<file path="config.mk">
export PLATFORM = sky130hd
export DESIGN_NAME = led_current_agc_two_channel_top_flat
export DESIGN_NICKNAME = d
export VERILOG_FILES = /design/src/hdl/lca_pkg.sv /design/src/hdl/lca_if.sv /design/src/hdl/lca_cfg.sv /design/src/hdl/lca_step.sv /design/src/hdl/led_current_agc_two_channel_top.sv /design/src/flat_wrapper.sv
export SDC_FILE = /design/constraint.sdc
export NUM_CORES = 1
export LEC_CHECK = 0
export ABC_AREA = 1
export BUFFER_PORTS_ARGS = -buffer_cell sky130_fd_sc_hd__buf_2
export CAP_MARGIN = 20
export CORE_UTILIZATION = 47
export DETAILED_ROUTE_END_ITERATION = 10
export PLACE_DENSITY = 0.65
export SKIP_CTS_REPAIR_TIMING = 1
export SKIP_LAST_GASP = 1
export SLEW_MARGIN = 30
export SYNTH_ARGS = -nofsm -noshare
export SYNTH_HDL_FRONTEND = slang
export SYNTH_SLANG_ARGS = --single-unit
</file>
<file path="constraint.sdc">
create_clock -name clk_i -period 7.4 [get_ports clk_i]
set_input_delay 0.74 -clock clk_i [delete_from_list [all_inputs] [get_ports clk_i]]
set_output_delay 0.74 -clock clk_i [all_outputs]
set_load 0.1 [all_outputs]
</file>
<file path="src/hdl/lca_pkg.sv">
// Shared types and constants for the two-channel LED current AGC.
// No dependencies; every other file of the block imports this package.
`default_nettype none

package lca_pkg;

  localparam int unsigned SAMPLE_W   = 24;
  localparam int unsigned CUR_W      = 10;
  localparam int unsigned RUN_W      = 16;
  localparam int unsigned REG_IDX_W  = 3;
  localparam int unsigned CFG_DATA_W = 24;

  localparam logic [CUR_W-1:0] INIT_CURRENT = CUR_W'(512);

  // Reset values of the configuration registers.
  localparam logic [CUR_W-1:0] STEP_RESET = CUR_W'(1);
  localparam logic [CUR_W-1:0] MAX_RESET  = CUR_W'(1023);

  // Channel select codes.
  localparam logic CH_INFRARED = 1'b0;
  localparam logic CH_RED      = 1'b1;

  typedef enum logic [REG_IDX_W-1:0] {
    REG_TARGET_IR   = 3'd0,
    REG_TARGET_RED  = 3'd1,
    REG_TOL_NARROW  = 3'd2,
    REG_TOL_WIDE    = 3'd3,
    REG_PERSIST     = 3'd4,
    REG_STEP        = 3'd5,
    REG_MAX_IR      = 3'd6,
    REG_MAX_RED     = 3'd7
  } reg_idx_e;

  typedef struct packed {
    logic [SAMPLE_W-1:0] target_infrared;
    logic [SAMPLE_W-1:0] target_red;
    logic [SAMPLE_W-1:0] tolerance_narrow;
    logic [SAMPLE_W-1:0] tolerance_wide;
    logic [RUN_W-1:0]    persist_limit;
    logic [CUR_W-1:0]    current_step;
    logic [CUR_W-1:0]    max_infrared;
    logic [CUR_W-1:0]    max_red;
  } cfg_t;

endpackage

`default_nettype wire

</file>
<file path="src/hdl/lca_if.sv">
// Handshake channels of the LED current AGC: sample input, result output,
// configuration writes. Depends on lca_pkg.
`default_nettype none

interface lca_in_if import lca_pkg::*; ();
  logic                valid;
  logic                ready;
  logic [SAMPLE_W-1:0] sample;
  logic                channel;

  modport source (output valid, sample, channel, input ready);
  modport sink   (input valid, sample, channel, output ready);
endinterface

interface lca_out_if import lca_pkg::*; ();
  logic             valid;
  logic             ready;
  logic [CUR_W-1:0] drive_current;
  logic             changed;
  logic             settled;

  modport source (output valid, drive_current, changed, settled, input ready);
  modport sink   (input valid, drive_current, changed, settled, output ready);
endinterface

interface lca_cfg_if import lca_pkg::*; ();
  logic                  valid;
  logic                  ready;
  logic [REG_IDX_W-1:0]  index;
  logic [CFG_DATA_W-1:0] data;

  modport source (output valid, index, data, input ready);
  modport sink   (input valid, index, data, output ready);
endinterface

`default_nettype wire

</file>
<file path="src/hdl/lca_cfg.sv">
// Configuration register file of the LED current AGC.
// Depends on lca_pkg and lca_cfg_if.
`default_nettype none

module lca_cfg import lca_pkg::*; (
  input  wire logic  clk_i,
  input  wire logic  rst_ni,
  lca_cfg_if.sink    cfg_i,
  output cfg_t       cfg_o
);

  cfg_t cfg_q;
  logic wr_en;

  assign cfg_i.ready = 1'b1;
  assign wr_en       = cfg_i.valid && cfg_i.ready;
  assign cfg_o       = cfg_q;

  always_ff @(posedge clk_i or negedge rst_ni) begin
    if (!rst_ni) begin
      cfg_q.target_infrared  <= '0;
      cfg_q.target_red       <= '0;
      cfg_q.tolerance_narrow <= '0;
      cfg_q.tolerance_wide   <= '0;
      cfg_q.persist_limit    <= '0;
      cfg_q.current_step     <= STEP_RESET;
      cfg_q.max_infrared     <= MAX_RESET;
      cfg_q.max_red          <= MAX_RESET;
    end else if (wr_en) begin
      unique case (reg_idx_e'(cfg_i.index))
        REG_TARGET_IR:  cfg_q.target_infrared  <= cfg_i.data[SAMPLE_W-1:0];
        REG_TARGET_RED: cfg_q.target_red       <= cfg_i.data[SAMPLE_W-1:0];
        REG_TOL_NARROW: cfg_q.tolerance_narrow <= cfg_i.data[SAMPLE_W-1:0];
        REG_TOL_WIDE:   cfg_q.tolerance_wide   <= cfg_i.data[SAMPLE_W-1:0];
        REG_PERSIST:    cfg_q.persist_limit    <= cfg_i.data[RUN_W-1:0];
        REG_STEP:       cfg_q.current_step     <= cfg_i.data[CUR_W-1:0];
        REG_MAX_IR:     cfg_q.max_infrared     <= cfg_i.data[CUR_W-1:0];
        REG_MAX_RED:    cfg_q.max_red          <= cfg_i.data[CUR_W-1:0];
        default:        cfg_q <= cfg_q;
      endcase
    end
  end

endmodule

`default_nettype wire

</file>
<file path="src/hdl/lca_step.sv">
// Per-sample decision logic: band compares, current step and run counter.
// Depends on lca_pkg.
`default_nettype none

module lca_step import lca_pkg::*; (
  input  cfg_t                cfg_i,
  input  wire logic [SAMPLE_W-1:0] sample_i,
  input  wire logic                channel_i,
  input  wire logic [CUR_W-1:0]    cur_i,
  input  wire logic [RUN_W-1:0]    runs_i,
  output logic [CUR_W-1:0]    cur_o,
  output logic [RUN_W-1:0]    runs_o,
  output logic                changed_o,
  output logic                settled_o
);

  function automatic logic [SAMPLE_W-1:0] sat_sub(input logic [SAMPLE_W-1:0] a,
                                                  input logic [SAMPLE_W-1:0] b);
    return (a > b) ? (a - b) : '0;
  endfunction

  logic [SAMPLE_W-1:0] target;
  logic [SAMPLE_W-1:0] tol;
  logic [CUR_W-1:0]    maxc;
  logic [SAMPLE_W:0]   hi_tol, hi_wide, hi_narrow;
  logic [SAMPLE_W-1:0] lo_tol, lo_wide, lo_narrow;
  logic [CUR_W:0]      cur_sum;
  logic                above, below;

  always_comb begin
    target    = (channel_i == CH_RED) ? cfg_i.target_red : cfg_i.target_infrared;
    maxc      = (channel_i == CH_RED) ? cfg_i.max_red : cfg_i.max_infrared;
    tol       = (runs_i > cfg_i.persist_limit) ? cfg_i.tolerance_wide
                                               : cfg_i.tolerance_narrow;
    hi_tol    = {1'b0, target} + {1'b0, tol};
    hi_wide   = {1'b0, target} + {1'b0, cfg_i.tolerance_wide};
    hi_narrow = {1'b0, target} + {1'b0, cfg_i.tolerance_narrow};
    lo_tol    = sat_sub(target, tol);
    lo_wide   = sat_sub(target, cfg_i.tolerance_wide);
    lo_narrow = sat_sub(target, cfg_i.tolerance_narrow);
    cur_sum   = {1'b0, cur_i} + {1'b0, cfg_i.current_step};
    above     = {1'b0, sample_i} > hi_tol;
    below     = sample_i < lo_tol;

    cur_o     = cur_i;
    runs_o    = runs_i;
    changed_o = 1'b0;

    priority if (above) begin
      if ({1'b0, sample_i} > hi_wide) runs_o = '0;
      if (cur_i > cfg_i.current_step) begin
        cur_o     = cur_i - cfg_i.current_step;
        changed_o = 1'b1;
      end
    end else if (below) begin
      if (sample_i < lo_wide) runs_o = '0;
      if (cur_sum < {1'b0, maxc}) begin
        cur_o     = cur_sum[CUR_W-1:0];
        changed_o = 1'b1;
      end
    end else begin
      // Count only samples strictly inside the narrow window; hold at full.
      if (sample_i > lo_narrow && {1'b0, sample_i} < hi_narrow && runs_i != '1) begin
        runs_o = runs_i + RUN_W'(1);
      end
    end

    settled_o = runs_o > cfg_i.persist_limit;
  end

endmodule

`default_nettype wire

</file>
<file path="src/hdl/led_current_agc_two_channel_top.sv">
// Top level of the two-channel LED drive-current AGC.
// Depends on lca_pkg, lca_if, lca_cfg and lca_step.
//
//   channel  | dir | fields                               | handshake
//   ---------+-----+--------------------------------------+-------------
//   in_i     | in  | sample[23:0], channel                | valid/ready
//   out_o    | out | drive_current[9:0], changed, settled | valid/ready
//   cfg_i    | in  | index[2:0], data[23:0]               | valid/ready
//
// One beat per cycle while the output is not stalled: a sample is registered
// at the input, then the decision logic and the per-channel state update run
// in the next cycle, with the result landing in the output register.
// The state is read and written in the same stage, so consecutive samples of
// one channel see each other's updates without bubbles.
// Reset clears both pipeline valids, loads INIT_CURRENT into both drive
// currents and zeroes both run counters. A stalled output holds its beat;
// the input stage keeps accepting until it too is full.
`default_nettype none

module led_current_agc_two_channel_top import lca_pkg::*; (
  input  wire logic clk_i,
  input  wire logic rst_ni,
  lca_in_if.sink    in_i,
  lca_out_if.source out_o,
  lca_cfg_if.sink   cfg_i
);

  cfg_t cfg;

  // Input stage.
  logic                in_vld_q;
  logic [SAMPLE_W-1:0] sample_q;
  logic                chan_q;

  // Output stage.
  logic                out_vld_q;
  logic [CUR_W-1:0]    cur_out_q;
  logic                changed_q;
  logic                settled_q;

  // Per-channel state, indexed by channel select.
  logic [CUR_W-1:0]    led_drive_q [2];
  logic [RUN_W-1:0]    runs_q      [2];

  logic                advance;
  logic                in_acc;
  logic [CUR_W-1:0]    cur_d;
  logic [RUN_W-1:0]    runs_d;
  logic                changed_d;
  logic                settled_d;

  lca_cfg u_cfg (
    .clk_i  (clk_i),
    .rst_ni (rst_ni),
    .cfg_i  (cfg_i),
    .cfg_o  (cfg)
  );

  lca_step u_step (
    .cfg_i     (cfg),
    .sample_i  (sample_q),
    .channel_i (chan_q),
    .cur_i     (led_drive_q[chan_q]),
    .runs_i    (runs_q[chan_q]),
    .cur_o     (cur_d),
    .runs_o    (runs_d),
    .changed_o (changed_d),
    .settled_o (settled_d)
  );

  // Move the held sample on when the output register is free or draining.
  assign advance    = in_vld_q && (!out_vld_q || out_o.ready);
  assign in_i.ready = !in_vld_q || advance;
  assign in_acc     = in_i.valid && in_i.ready;

  always_ff @(posedge clk_i or negedge rst_ni) begin
    if (!rst_ni) begin
      in_vld_q <= 1'b0;
    end else if (in_acc) begin
      in_vld_q <= 1'b1;
    end else if (advance) begin
      in_vld_q <= 1'b0;
    end
  end

  always_ff @(posedge clk_i) begin
    if (in_acc) begin
      sample_q <= in_i.sample;
      chan_q   <= in_i.channel;
    end
  end

  always_ff @(posedge clk_i or negedge rst_ni) begin
    if (!rst_ni) begin
      out_vld_q <= 1'b0;
    end else if (advance) begin
      out_vld_q <= 1'b1;
    end else if (out_o.ready) begin
      out_vld_q <= 1'b0;
    end
  end

  always_ff @(posedge clk_i) begin
    if (advance) begin
      cur_out_q <= cur_d;
      changed_q <= changed_d;
      settled_q <= settled_d;
    end
  end

  // Commit the channel state together with its result.
  always_ff @(posedge clk_i or negedge rst_ni) begin
    if (!rst_ni) begin
      for (int i = 0; i < 2; i++) begin
        led_drive_q[i] <= INIT_CURRENT;
        runs_q[i]      <= '0;
      end
    end else if (advance) begin
      led_drive_q[chan_q] <= cur_d;
      runs_q[chan_q]      <= runs_d;
    end
  end

  assign out_o.valid         = out_vld_q;
  assign out_o.drive_current = cur_out_q;
  assign out_o.changed       = changed_q;
  assign out_o.settled       = settled_q;

endmodule

`default_nettype wire

</file>
<file path="src/flat_wrapper.sv">
// flat-port wrapper written by rule: the top's interface ports become plain ports
module led_current_agc_two_channel_top_flat import lca_pkg::*;
  (clk_i, rst_ni, in_i_valid, in_i_sample, in_i_channel, in_i_ready, out_o_valid, out_o_drive_current, out_o_changed, out_o_settled, out_o_ready, cfg_i_valid, cfg_i_index, cfg_i_data, cfg_i_ready);
  lca_in_if in_i_i ();
  lca_out_if out_o_i ();
  lca_cfg_if cfg_i_i ();
  input  wire logic clk_i;
  input  wire logic rst_ni;
  input wire logic [$bits(in_i_i.valid)-1:0] in_i_valid;
  input wire logic [$bits(in_i_i.sample)-1:0] in_i_sample;
  input wire logic [$bits(in_i_i.channel)-1:0] in_i_channel;
  output wire logic [$bits(in_i_i.ready)-1:0] in_i_ready;
  output wire logic [$bits(out_o_i.valid)-1:0] out_o_valid;
  output wire logic [$bits(out_o_i.drive_current)-1:0] out_o_drive_current;
  output wire logic [$bits(out_o_i.changed)-1:0] out_o_changed;
  output wire logic [$bits(out_o_i.settled)-1:0] out_o_settled;
  input wire logic [$bits(out_o_i.ready)-1:0] out_o_ready;
  input wire logic [$bits(cfg_i_i.valid)-1:0] cfg_i_valid;
  input wire logic [$bits(cfg_i_i.index)-1:0] cfg_i_index;
  input wire logic [$bits(cfg_i_i.data)-1:0] cfg_i_data;
  output wire logic [$bits(cfg_i_i.ready)-1:0] cfg_i_ready;
  assign in_i_i.valid = in_i_valid;
  assign in_i_i.sample = in_i_sample;
  assign in_i_i.channel = in_i_channel;
  assign in_i_ready = in_i_i.ready;
  assign out_o_valid = out_o_i.valid;
  assign out_o_drive_current = out_o_i.drive_current;
  assign out_o_changed = out_o_i.changed;
  assign out_o_settled = out_o_i.settled;
  assign out_o_i.ready = out_o_ready;
  assign cfg_i_i.valid = cfg_i_valid;
  assign cfg_i_i.index = cfg_i_index;
  assign cfg_i_i.data = cfg_i_data;
  assign cfg_i_ready = cfg_i_i.ready;
  led_current_agc_two_channel_top u_core (.clk_i(clk_i), .rst_ni(rst_ni), .in_i(in_i_i), .out_o(out_o_i), .cfg_i(cfg_i_i));
endmodule
</file>
# ---- Word level (Yosys, flattened, before mapping)
# Index checks and enable logic that the tools add are counted.
dict set report op_classes {
  bitwise 1
  n_reduce_logical 20
  addsub 9
  magnitude_cmp 15
  mux 35
  n_eq_ne 8
}
# op n
set op_table {}
lappend op_table {{2-to-1 mux 16 bit} 9}
lappend op_table {{2-to-1 mux 24 bit} 5}
lappend op_table {{> comparator 24 bit} 4}
lappend op_table {{2-to-1 mux 10 bit} 9}
lappend op_table {{adder 24 x 24 -> 25 bit} 3}
lappend op_table {{subtractor 24 bit} 3}
lappend op_table {{> comparator 24 x 25 -> 1 bit} 2}
lappend op_table {{< comparator 24 bit} 2}
lappend op_table {{bitwise mux 32 bit} 1}
lappend op_table {{> comparator 16 bit} 2}
lappend op_table {{< comparator 24 x 25 -> 1 bit} 1}
lappend op_table {{bitwise mux 20 bit} 1}
lappend op_table {{adder 16 x 1 -> 16 bit (second input constant)} 1}
lappend op_table {{demux 16 bit (select 1 bit)} 1}
lappend op_table {{inequality test 16 bit (second input constant)} 1}
lappend op_table {{AND reduction 2 bit} 8}
lappend op_table {{== test 3 bit (second input constant)} 4}
lappend op_table {{adder 10 x 10 -> 11 bit} 1}
lappend op_table {{< comparator 11 x 10 -> 1 bit} 1}
lappend op_table {{demux 10 bit (select 1 bit)} 1}
lappend op_table {{> comparator 10 bit} 1}
lappend op_table {{subtractor 10 bit} 1}
lappend op_table {{2-to-1 mux 1 bit} 8}
lappend op_table {{== test 3 x 2 -> 1 bit (second input constant)} 2}
lappend op_table {{other kinds (9)} 16}
dict set report word_totals {
  inputBits 57
  ff_bits 233
  wordCells 107
}

# ---- Depth between registers and ports, before layout
dict set report logic_depth {
  word_depth 12
  mapped_depth 57
  ltp_nobuf 51
}

# ---- Modules after synthesis
# A second synthesis with hierarchy kept.
dict set report hier_totals {
  hier_cells 3497
  area_unflattened_um2 24110.6
}
# module seq_area_each_um2 cells_each area_each_um2 n_inst
set by_module_without_submodules {}
lappend by_module_without_submodules {lca_step 0.0 2498 14800.4 1}
lappend by_module_without_submodules {lca_cfg 3579.7 636 5595.4 1}
lappend by_module_without_submodules {led_current_agc_two_channel_top 2464.9 363 3714.8 1}

# ---- Worst setup path before layout
# No wires, ideal clock.
dict set report synth_path {
  kind {reg-to-reg}
  startpoint {register u_core.chan_q}
  endpoint {register u_core.settled_q, in the netlist u_core.out_o.settled (data pin)}
  required_ns 7.123
  period_less_slack_ns 7.235
  t_arrival_ns 6.959
  slack_ns 0.165
  path_stages_with_launch 49
  path_buffers 6
  path_cell_list {edfxtp_1 > buf_6 > buf_8 > o21ai_2 > inv_1 > ha_1 > a21oi_1 > o221ai_1 > nand2_1 > o2111ai_1 > nand2_1 > clkbuf_1 > clkbuf_1 > nand2_1 > o21ai_0 > ha_1 > buf_2 > nor2_1 > (+13 left out) > nand2_1 > inv_1 > nand3_1 > nor3_1 > nor4b_1 > nand2_1 > nand2_2 > buf_4 > nand2_1 > nand3_1 > nand2_2 > ha_1 > nand2_1 > inv_1 > nand3_1 > a31oi_1 > a2111oi_0 > a32oi_1}
}
dict set report synth_via {
  elab_chain_cells 12
  word_cells_on_any_way 35
  classes_between {7 x add/sub; 11 x order compare; 1 x eq/ne; 13 x mux; 1 x bitwise; 2 x reduce/logical}
}
# element line_no
set synth_lines {}
lappend synth_lines {{start: declaration} led_current_agc_two_channel_top.sv:33} ;# logic chan_q;
lappend synth_lines {{start signal: assignment} led_current_agc_two_channel_top.sv:89} ;# chan_q <= in_i.channel;
lappend synth_lines {{inverter 1 -> 2 bit (implied by the code)} led_current_agc_two_channel_top.sv:64} ;# .runs_i (runs_q[chan_q]),
lappend synth_lines {{2-to-1 mux 16 bit (implied by the code) (3 in series)} led_current_agc_two_channel_top.sv:64}
lappend synth_lines {{> comparator 16 bit} lca_step.sv:33} ;# tol = (runs_i > cfg_i.persist_limit) ? cfg_i.tolerance_wide
lappend synth_lines {{2-to-1 mux 24 bit} lca_step.sv:33}
lappend synth_lines {{subtractor 24 bit / > comparator 24 bit (equally long branches)} lca_step.sv:19} ;# return (a > b) ? (a - b) : '0;
lappend synth_lines {{2-to-1 mux 24 bit} lca_step.sv:19}
lappend synth_lines {{< comparator 24 bit} lca_step.sv:43} ;# below = sample_i < lo_tol;
lappend synth_lines {{2-to-1 mux 16 bit} lca_step.sv:55} ;# end else if (below) begin
lappend synth_lines {{2-to-1 mux 16 bit *} lca_step.sv:49} ;# priority if (above) begin
lappend synth_lines {{net u_core.runs_d[11]} led_current_agc_two_channel_top.sv:48} ;# logic [RUN_W-1:0] runs_d;
lappend synth_lines {{> comparator 16 bit *} lca_step.sv:68} ;# settled_o = runs_o > cfg_i.persist_limit;
lappend synth_lines {{net u_core.settled_d} led_current_agc_two_channel_top.sv:50} ;# logic settled_d;
lappend synth_lines {{end signal: assignment} led_current_agc_two_channel_top.sv:107} ;# settled_q <= settled_d;
lappend synth_lines {{end: declaration} led_current_agc_two_channel_top.sv:39} ;# logic settled_q;
# The timed path passes the listed nets; every way through them passes the cells marked *. The select of a mux whose other input is x is not followed.
# A chain may end at the register's enable or synchronous reset.

# ---- Final worst setup path
# Same ends and word-level chain as after synthesis.

==> impl_metrics.toml <==
[placement]
gp_congestion = 0.972
post-place-ws_ps = -274
dpl_cell_area_mm2 = 0.0258
dp_hpwl_um = 65100
numPortBuffers = 70
dp_cells = 4106

[die]
core_mm2 = 0.0488
die_h_um = 224
start_util = 0.476
io_pins = 72
die_x_um = 224
fp-row-count = 81
die-area_mm2 = 0.0504

[global_route]
antenna_found_initial = 0
grt_start_max_net_pins = 79
grt_first_pass_wirelength_um = 122000
grt_pass1_vias = 21700
gr-usage-all-layers = 0.313
overflow = 0

[timing]
maxSlewViolCount = 0
rsz0062_at_grt = "yes"
finalSetupViolCount = 0
hold_viol = 0
whs_ps = 100
period_share = 0.980
tightest_slew_ps = 917
max_slew_margin = 0.385
period_minus_slack_ps = 7250
skew_ps = 46.4
worst_slack_ps = 150
fin_tns_setup_ps = 0
timing.fmax_mhz = 138

[cells_and_area]
area_delta_synth_final_pct = 20.1
design_area_mm2 = 0.0279
fin_util = 0.572
layout-drive-gt1-share = 0.195
fin_cells = 4188
n_fill_cell = 4649
diodes = 0
nNetsFinal = 3914

[critical_path]
worstSetupPathType = "flip-flop to flip-flop"
cp_slowest_stage_delay_ps = 460
critPathRequiredTime_ps = 7700
crit_top_cell = "nand2_1"
critPathMaxFanout = 12
end_kind = "flip-flop"
crit_path_top_delay_cell = "edfxtp_1"
crit_path_start_kind = "flip-flop"
critical_path_arrival_ps = 7550

[logic_synthesis]
ys_seq_elements = 233
synth.distinct_cells = 69
synth_top_area_share = 0.187
synth_edf_count = 37
synth_nets = 3665
synth_top_area_cell = "ha_1"
async_reset_ff_frac = 0.841
synth_area_leaders = "ha_1 (19%), dfrtp_1 (19%), nand2_1 (14%)"
syn_area_per_cell_um2 = 7.15
synth_common_cells = "nand2_1 (890), inv_1 (354), ha_1 (347)"
ys.flop_type = "dfrtp_1"
syn_area_mm2 = 0.0233
yosysSeqAreaShare = 0.260
ys.warnings.count = 0
yosysMostFrequentCell = "nand2_1"
synthCells = 3253

[clock_tree]
cts_sinks = 233
cts-htree-levels = 1
root_buffer = "clkbuf_16"
clk_latency_ps = 610
tritoncts = "built"
cts.reportedPaths.clkPinSlew_ps = 60
clockBufferDepth = 3
cts_buffers = 28

[power]
cellPowerDensity_mw_per_mm2 = 494
intPower_mw = 6.73
clock_power_share = 0.099
power_mw = 13.8
switchingPower_mw = 7.08
sequentialPowerShare = 0.142
cellLeakagePower_nw = 14.3
ir_drop_uv = 268
pwr-share-comb = 0.759
switching_share = 0.513

[drt]
vias_per_cell = 5.47
drt_iter0_markers = 1832
vias = 22900
wire_per_inst_um = 19.3
routed_wl_um = 80700
first_pass_iters = 5
drc = 0
ant_nets = 0

[hold_path]
holdCritPathClass = "input pin to asynchronous set/reset pin"

[job]
cap_violations = 0

[outcome]
status = "completed"
critical path, delay by kind of cell, from the launching register on:
family,cells,cell delay (ps)
AND/OR/NAND/NOR,20,1850
AO/OA/AOI/OAI,15,2040
buffers and inverters,11,1490
flip-flops,1,460
adder cells (fa/ha/maj),4,1130
power by group through the flow:
stage / combinational, mW / sequential [mW] / clock, mW
after global routing: 11.6 / 1.98 / 1.45
after detailed placement: 9.19 / 1.96 / 0
after CTS: 9.24 / 1.94 / 1.40
final: 10.5 / 1.96 / 1.37
after global placement: 9.06 / 1.95 / 0
after floorplan: 5.68 / 2.12 / 0
sequential cells by signal (all words and copies together) (netlist names):
name,cells
u_core.out_o.valid,1
u_core.out_o.changed,1
u_core.u_cfg.cfg_o,142
u_core.out_o.drive_current,10
u_core.chan_q,1
u_core.in_vld_q,1
u_core.led_drive_q,20
u_core.runs_q,32
u_core.out_o.settled,1
u_core.sample_q,24
path summary, 6_finish.rpt:
| path | from | depth (start not counted) | slack (ps) | end |
|---|---|---|---|---|
| min in group clk_i | in_i_sample[23] | 1 | 320 | u_core.sample_q[23] |
| max in group asynchronous | rst_ni | 2 | 6080 | u_core.u_cfg.cfg_o[116] |
| worst max register to register | u_core.chan_q | 50 | 150 | u_core.out_o.settled |
| worst min-delay path | rst_ni | 1 | 100 | u_core.led_drive_q[18] |
| worst max-delay path | u_core.chan_q | 50 | 150 | u_core.out_o.settled |
| worst min register to register | u_core.led_drive_q[19] | 2 | 470 | u_core.led_drive_q[19] |
cell type report:
type,instances,area (µm²),share of cell area
Inverter,381,1440,0.0514
Clock inverter,13,113,0.00403
Sequential cell,233,6040,0.216
Clock buffer,39,812,0.0291
Multi-Input combinational cell,2514,16000,0.574
Tap cell,664,831,0.0297
Timing Repair Buffer,344,2660,0.0953
logic make-up (layout without fill, tap and decap cells):
kind of cell	after synthesis	count (layout)	synth area share
AOI/OAI and AO/OA	689	689	0.165
other	1	1	0.000161
muxes	7	7	0.00307
adders and majority gates	355	355	0.194
DFF	233	233	0.260
buffers and inverters	506	777	0.0887
and+or+nand+nor	1364	1364	0.252
xor gates and xnor gates	98	98	0.0369
metal layers:
metal	routed length, µm	vias to the layer above	global-route usage
li1	-	11300	-
met2	33800	652	0.467
met4	1040	0	0.0430
met3	5330	73	0.0465
met1	40500	10900	0.481
met5	0	-	0
cells in the final DEF (no fill, tap or decap), drive strengths merged, types with 9 or more instances in the layout:
cell type | Yosys | final
a211oi | 10 | 10
a21o | 11 | 11
a21oi | 264 | 264
a31oi | 24 | 24
and2 | 9 | 9
buf | 61 | 339
clkbuf | 64 | 44
clkinv | 4 | 12
dfrtp | 173 | 173
dfstp | 23 | 23
edfxtp | 37 | 37
ha | 347 | 347
inv | 377 | 379
nand2 | 911 | 911
nand3 | 184 | 184
nand4 | 33 | 33
nor2 | 139 | 139
nor3 | 29 | 29
nor4 | 17 | 17
o211ai | 20 | 20
o21a | 11 | 11
o21ai | 298 | 298
o21bai | 20 | 20
or2 | 37 | 37
xor2 | 95 | 95
(Power assumes the default switching activity.)
